<file path="src/rtl/binodal_phase_classifier_unit_macros.svh">
// Assertion macros shared by the binodal phase classifier RTL.
`ifndef BINODAL_PHASE_CLASSIFIER_UNIT_MACROS_SVH
`define BINODAL_PHASE_CLASSIFIER_UNIT_MACROS_SVH

`ifndef NO_ASSERTIONS

// Same-cycle implication, checked outside reset.
`define BPC_ASSERT_IMP(label, clk, rst, ante, cons) \
   label: assert property (@(posedge clk) disable iff (rst) (ante) |-> (cons)) \
      else $error("bpc assertion failed");

// Next-cycle implication, checked outside reset.
`define BPC_ASSERT_NXT(label, clk, rst, ante, cons) \
   label: assert property (@(posedge clk) disable iff (rst) (ante) |=> (cons)) \
      else $error("bpc assertion failed");

`else

`define BPC_ASSERT_IMP(label, clk, rst, ante, cons)
`define BPC_ASSERT_NXT(label, clk, rst, ante, cons)

`endif

`endif

</file>
<file path="src/rtl/bpc_pkg.sv">
// Shared types and constants of the binodal phase classifier.
`default_nettype none

package bpc_pkg;

   localparam int VAL_W               = 32;
   localparam int FRAC_W              = 16;
   localparam int ROW_IDX_W           = 6;
   localparam int PHASE_W             = 3;
   localparam int ROWS_W              = 7;
   localparam int CSR_IDX_W           = 2;
   localparam int DEFAULT_TABLE_DEPTH = 64;

   // Request commands
   localparam logic CMD_LOAD     = 1'b0;
   localparam logic CMD_CLASSIFY = 1'b1;

   // Phase codes
   localparam logic [PHASE_W-1:0] PHASE_NOT_SET   = 3'd0;
   localparam logic [PHASE_W-1:0] PHASE_GAS       = 3'd1;
   localparam logic [PHASE_W-1:0] PHASE_SCF       = 3'd2;
   localparam logic [PHASE_W-1:0] PHASE_LIQUID    = 3'd3;
   localparam logic [PHASE_W-1:0] PHASE_LIQ_STEAM = 3'd4;

   // Register indexes
   localparam logic [CSR_IDX_W-1:0] CSR_CRIT_TEMP  = 2'd0;
   localparam logic [CSR_IDX_W-1:0] CSR_CRIT_PRESS = 2'd1;
   localparam logic [CSR_IDX_W-1:0] CSR_CRIT_VOL   = 2'd2;
   localparam logic [CSR_IDX_W-1:0] CSR_ROWS       = 2'd3;

   // One in Q1.16, one bit wider than the quotient
   localparam logic [FRAC_W:0] FRAC_ONE = {1'b1, {FRAC_W{1'b0}}};

   typedef struct packed {
      logic [VAL_W-1:0] pressure;
      logic [VAL_W-1:0] left_volume;
      logic [VAL_W-1:0] right_volume;
   } row_type;

   typedef struct packed {
      logic             start;
      logic [VAL_W-1:0] num;
      logic [VAL_W-1:0] den;
   } div_req_type;

   typedef struct packed {
      logic              done;
      logic [FRAC_W-1:0] quo;
   } div_rsp_type;

endpackage

`default_nettype wire

</file>
<file path="src/rtl/bpc_divider.sv">
// Restoring divider: Q0.16 quotient of num / den with num below den.
`default_nettype none

`include "binodal_phase_classifier_unit_macros.svh"

module bpc_divider (
   input  wire logic                 clock,
   input  wire logic                 reset,
   input  wire bpc_pkg::div_req_type req,
   output bpc_pkg::div_rsp_type      rsp
);
   import bpc_pkg::*;

   localparam int CNT_W = $clog2(FRAC_W + 1);

   logic              busy_ff, busy_in;
   logic              done_ff, done_in;
   logic [CNT_W-1:0]  cnt_ff, cnt_in;
   logic [VAL_W-1:0]  rem_ff, rem_in;
   logic [VAL_W-1:0]  den_ff, den_in;
   logic [FRAC_W-1:0] quo_ff, quo_in;
   logic [VAL_W:0]    shifted;
   logic              fits;

   // One quotient bit per cycle
   always_comb begin
      busy_in = busy_ff;
      done_in = 1'b0;
      cnt_in  = cnt_ff;
      rem_in  = rem_ff;
      den_in  = den_ff;
      quo_in  = quo_ff;
      shifted = {rem_ff, 1'b0};
      fits    = (shifted >= {1'b0, den_ff});
      if (req.start) begin
         busy_in = 1'b1;
         cnt_in  = CNT_W'(FRAC_W);
         rem_in  = req.num;
         den_in  = req.den;
      end else if (busy_ff) begin
         if (fits) begin
            rem_in = VAL_W'(shifted - {1'b0, den_ff});
         end else begin
            rem_in = shifted[VAL_W-1:0];
         end
         quo_in = {quo_ff[FRAC_W-2:0], fits};
         cnt_in = cnt_ff - 1'b1;
         if (cnt_ff == CNT_W'(1)) begin
            busy_in = 1'b0;
            done_in = 1'b1;
         end
      end
   end

   always_ff @(posedge clock) begin
      if (reset) begin
         busy_ff <= 1'b0;
         done_ff <= 1'b0;
         cnt_ff  <= '0;
      end else begin
         busy_ff <= busy_in;
         done_ff <= done_in;
         cnt_ff  <= cnt_in;
      end
   end

   always_ff @(posedge clock) begin
      rem_ff <= rem_in;
      den_ff <= den_in;
      quo_ff <= quo_in;
   end

   assign rsp.done = done_ff;
   assign rsp.quo  = quo_ff;

   `BPC_ASSERT_NXT(a_div_start_busy, clock, reset, req.start, busy_ff)
   `BPC_ASSERT_IMP(a_div_rem_below, clock, reset, busy_ff, rem_ff < den_ff)
   `BPC_ASSERT_IMP(a_div_done_idle, clock, reset, done_ff, !busy_ff && cnt_ff == '0)

endmodule

`default_nettype wire

</file>
<file path="config.mk">
export PLATFORM = sky130hd
export DESIGN_NAME = bpc_divider
export DESIGN_NICKNAME = d
export VERILOG_FILES = /design/src/rtl/bpc_pkg.sv /design/src/rtl/bpc_divider.sv
export VERILOG_INCLUDE_DIRS = /design/src /design/src/rtl
export SDC_FILE = /design/constraint.sdc
export NUM_CORES = 1
export LEC_CHECK = 0
export BUFFER_PORTS_ARGS = -buffer_cell sky130_fd_sc_hd__buf_4
export CAP_MARGIN = 0
export CORE_AREA = 2 2 118 120
export DETAILED_ROUTE_END_ITERATION = 8
export DIE_AREA = 0 0 120 122
export PLACE_DENSITY_LB_ADDON = 0.05
export SETUP_SLACK_MARGIN = 0.1
export SYNTH_ARGS = -nofsm -noshare
export SYNTH_HDL_FRONTEND = slang
export SYNTH_SLANG_ARGS = --single-unit
</file>
<file path="constraint.sdc">
create_clock -name clock -period 7.88 [get_ports clock]
set_input_delay 1.182 -clock clock [delete_from_list [all_inputs] [get_ports clock]]
set_output_delay 1.182 -clock clock [all_outputs]
set_load 0.05 [all_outputs]
</file>
==> summary.md <==
| Metric | Value |
|---|---|
| CP Capture Type | register |
| Power Dens Cells | 291 nW/um^2 |
| Final setup TNS | 0 ns |
| Drt via density | 5.45 |
| Slowest cell on the critical path | o311a_1 |
| CTS clock-pin slew for the worst setup and hold paths | 0.07 ns |
| Min-Delay Path Class | register to register |
| Final hold viol count | 0 |
| Ports | 84 |
| Post-synth ARST share | 0% |
| Clk Tree Root Cell | clkbuf_16 |
| Final #Nets | 672 |
| Run status | complete, no violations |
| Ys flop type | edfxtp_1 |
| # rows | 43 |
| Max rail drop VDD | 123 uV |
| ANT nets after route | 0 |
| Max Cap Viol | 0 |
| Height of the die | 122 um |
| Gr usage total | 17.4% |
| Crit-path max FO | 33 |
| Clock buffers created by TritonCTS | 9 |
| Layout cells sized above 1 | 19.8% |
| Stages on the worst setup path | 11 |
| Final Cycle Share | 44.4% |
| Die area | 14,600 sq um |
| DRC viols | 0 |
| Int Pwr | 1.14 mW |
| Slew Limit Fails | 0 |
| Crit Path Class | register to register |
| Core area | 13,500 sq um |
| Post-CTS Hold Fix Bufs | 0 |
| Worst-Margin Slew | 1.11 ns |
| Sequential-to-total area share from yosys stat | 48.8% |
| Gr ovfl total | 0 |
| Max Freq | 286 MHz |
| FF+latch count, synth | 87 |
| Clock Latency Late Sink | 0.36 ns |
| Drt total wl | 12,300 um |
| Post-synth EDFFs | 80 |
| Clock buffer depth | 2 |
| Worst setup SP type | register |
| Setup bufs post-CTS | 0 |
| Syn Std Cell Area | 5210 sq um |
| Yosys warns | 0 |
| Fill count | 1,281 |
| Clock share of power | 23.7% |
| Global-route wire length before repair | 19,800 um |
| Vias in the first global route | 4,015 |
| Max Clock Skew | 0.00986 ns |
| CTS tree | yes |
| Post-synth top area share | 46.1% |
| Vias | 4,116 |
| H-tree lvl count | 3 |
| Synth unique cells | 57 |
| Dominant cells by area after synthesis | edfxtp_1 (46%), ha_1 (8.2%), a21oi_1 (3.4%), nand4_1 (3.4%), o311ai_1 (3.4%) |
| Switching share of power | 37.7% |
| Cells on worst reg2reg path | 11 |
| FF-to-FF setup slack | 4.38 ns |
| Avg Cell Area, Syn | 10.5 sq um |
| Largest net degree at the start of global routing | 58 |
| Starting density of the core | 38.6% |
| Slew HR | 25.3% |
| Required time of the critical path | 7.98 ns |
| Die width | 120 um |
| RSZ-0062 raised after global routing | no |
| Placement Setup Slack | 4.28 ns |
| CP delay by family, top | compound AO/OA/AOI/OAI gates |
| WP buf/inv | 1 |
| Min cycle time layout | 3.50 ns |
| Net load switching power | 689 uW |
| Syn nets | 598 |
| Crit path arrival time | 3.60 ns |
| Cell depth of the worst hold path | 0 |
| Cell Chain, Critical Path | ha_1, o211ai_1, a21oi_2, o2111ai_2, o21ai_2, a31oi_1, o311a_1, or3_1, and2_1, buf_4, a311o_1 |
| Cells after Synth | 496 |
| Placed wire-length estimate | 8540 um |
| Fin worst setup slack | 4.38 ns |
| Worst path max stage delay | 0.42 ns |
| Area leader, netlist | edfxtp_1 |
| Final GP Congestion | 0.806 |
| Logic pwr share | 41.2% |
| Antenna violations before repair | 0 |
| Static leakage power | 2.54 nW |
| Post-CTS sizing | 0 |
| Diode count | 0 |
| Setup violations, final | 0 |
| Clk sinks | 87 |
| Seq pwr share | 35.1% |
| Layout area overhead | 20.5% |
| DR pass1 iterations | 5 |
| Initial DRC Count | 256 |
| PortBufs | 83 |
| Routed len/inst | 16.3 um |
-- sequential cells by signal (all words and copies together) (netlist names) --
name,count
busy_ff,1
cnt_ff,5
den_ff,32
done_ff,1
quo_ff,16
rem_ff,32
-- cell type report --
type                    instances  area [sq um]  share of cell area (%)
inverters                      42           158                    2.51
repair buffers                 88           661                    10.5
clock buffers                   9           225                    3.59
multi-input cells             342          2390                    38.2
well taps                     180           225                    3.59
flip-flops and latches         87          2540                    40.5
clock inverters                 7          70.1                    1.12
-- worst paths after layout --
path                          endpoint                  from
setup / recovery  rem_ff[18]$_DFFE_PP_   rem_ff[3]$_DFFE_PP_
hold / removal    quo_ff[12]$_DFFE_PP_  quo_ff[11]$_DFFE_PP_
setup reg to reg  rem_ff[18]$_DFFE_PP_   rem_ff[3]$_DFFE_PP_
hold reg to reg   quo_ff[12]$_DFFE_PP_  quo_ff[11]$_DFFE_PP_
-- cells in the final DEF (no fill, tap or decap), types with 3 or more instances in the layout --
master	netlist	layout
or2_2	3	3
a211oi_1	7	7
inv_1	41	41
o31ai_1	8	8
nand4_1	28	28
clkbuf_16	0	9
nand2_1	41	41
a311o_1	4	4
nor3_1	8	8
inv_8	0	4
xnor2_1	16	16
edfxtp_1	80	80
ha_1	34	34
and2_1	12	12
nor2b_1	5	5
o311ai_1	20	20
or3_1	3	3
o211ai_1	3	3
dfxtp_1	7	7
a21oi_1	35	34
nand3_1	4	4
buf_4	1	88
nand2b_1	11	11
o21ai_0	18	18
nor2_1	20	20
a41oi_1	5	5
xor2_1	15	15
a21o_1	11	11
-- cell families after synthesis --
family	count (synthesis)	share of synthesized area (%)
flip-flops	87	48.8
AO/OA/AOI/OAI	132	17.7
buffers and inverters	67	5.24
multiplexers	1	0.192
XOR/XNOR	31	5.22
AND/OR/NAND/NOR	143	14.3
adder cells (fa/ha/maj)	35	8.56
-- through the flow --
stage	util, %	instances	hold slack (ns)	total power, mW	cell area (sq um)
2_1_floorplan	-	496	0.477	1.22	5210
5_1_grt	46.5	755	0.461	1.96	6280
3_5_place_dp	44.3	739	0.444	1.40	5980
6_report	46.5	755	0.455	1.83	6280
3_3_place_gp	44.3	739	0.437	1.40	5980
4_1_cts	46.5	755	0.461	1.84	6280
-- cell usage after synthesis, types with 3 or more instances --
library cell and number:
edfxtp_1 80, inv_1 41, nand2_1 41, a21oi_1 35, ha_1 34, nand4_1 28
nor2_1 20, o311ai_1 20, clkbuf_1 19, o21ai_0 18, xnor2_1 16, xor2_1 15
and2_1 12, a21o_1 11, nand2b_1 11, nor3_1 8, o31ai_1 8, a211oi_1 7
dfxtp_1 7, a41oi_1 5, nor2b_1 5, a311o_1 4, nand3_1 4, o211ai_1 3
or2_2 3, or3_1 3
-- power groups by stage --
stage | Clock, mW | Combinational [mW] | Sequential [mW]
after floorplan | 0 | 0.571 | 0.649
after global placement | 0 | 0.748 | 0.648
after detailed placement | 0 | 0.746 | 0.651
after CTS | 0.449 | 0.753 | 0.642
after global routing | 0.465 | 0.842 | 0.650
final | 0.433 | 0.754 | 0.641
-- metal layers --
| layer | part of all wire [%] | up-vias | track usage [%] |
|---|---|---|---|
| met5 | 0 | - | 0 |
| met4 | 2.1 | 0 | 7.35 |
| met3 | 4.4 | 16 | 2.90 |
| met2 | 45 | 106 | 27.6 |
| met1 | 48 | 1970 | 23.4 |
| li1 | - | 2024 | - |
Power figures use the tool's default switching activity.
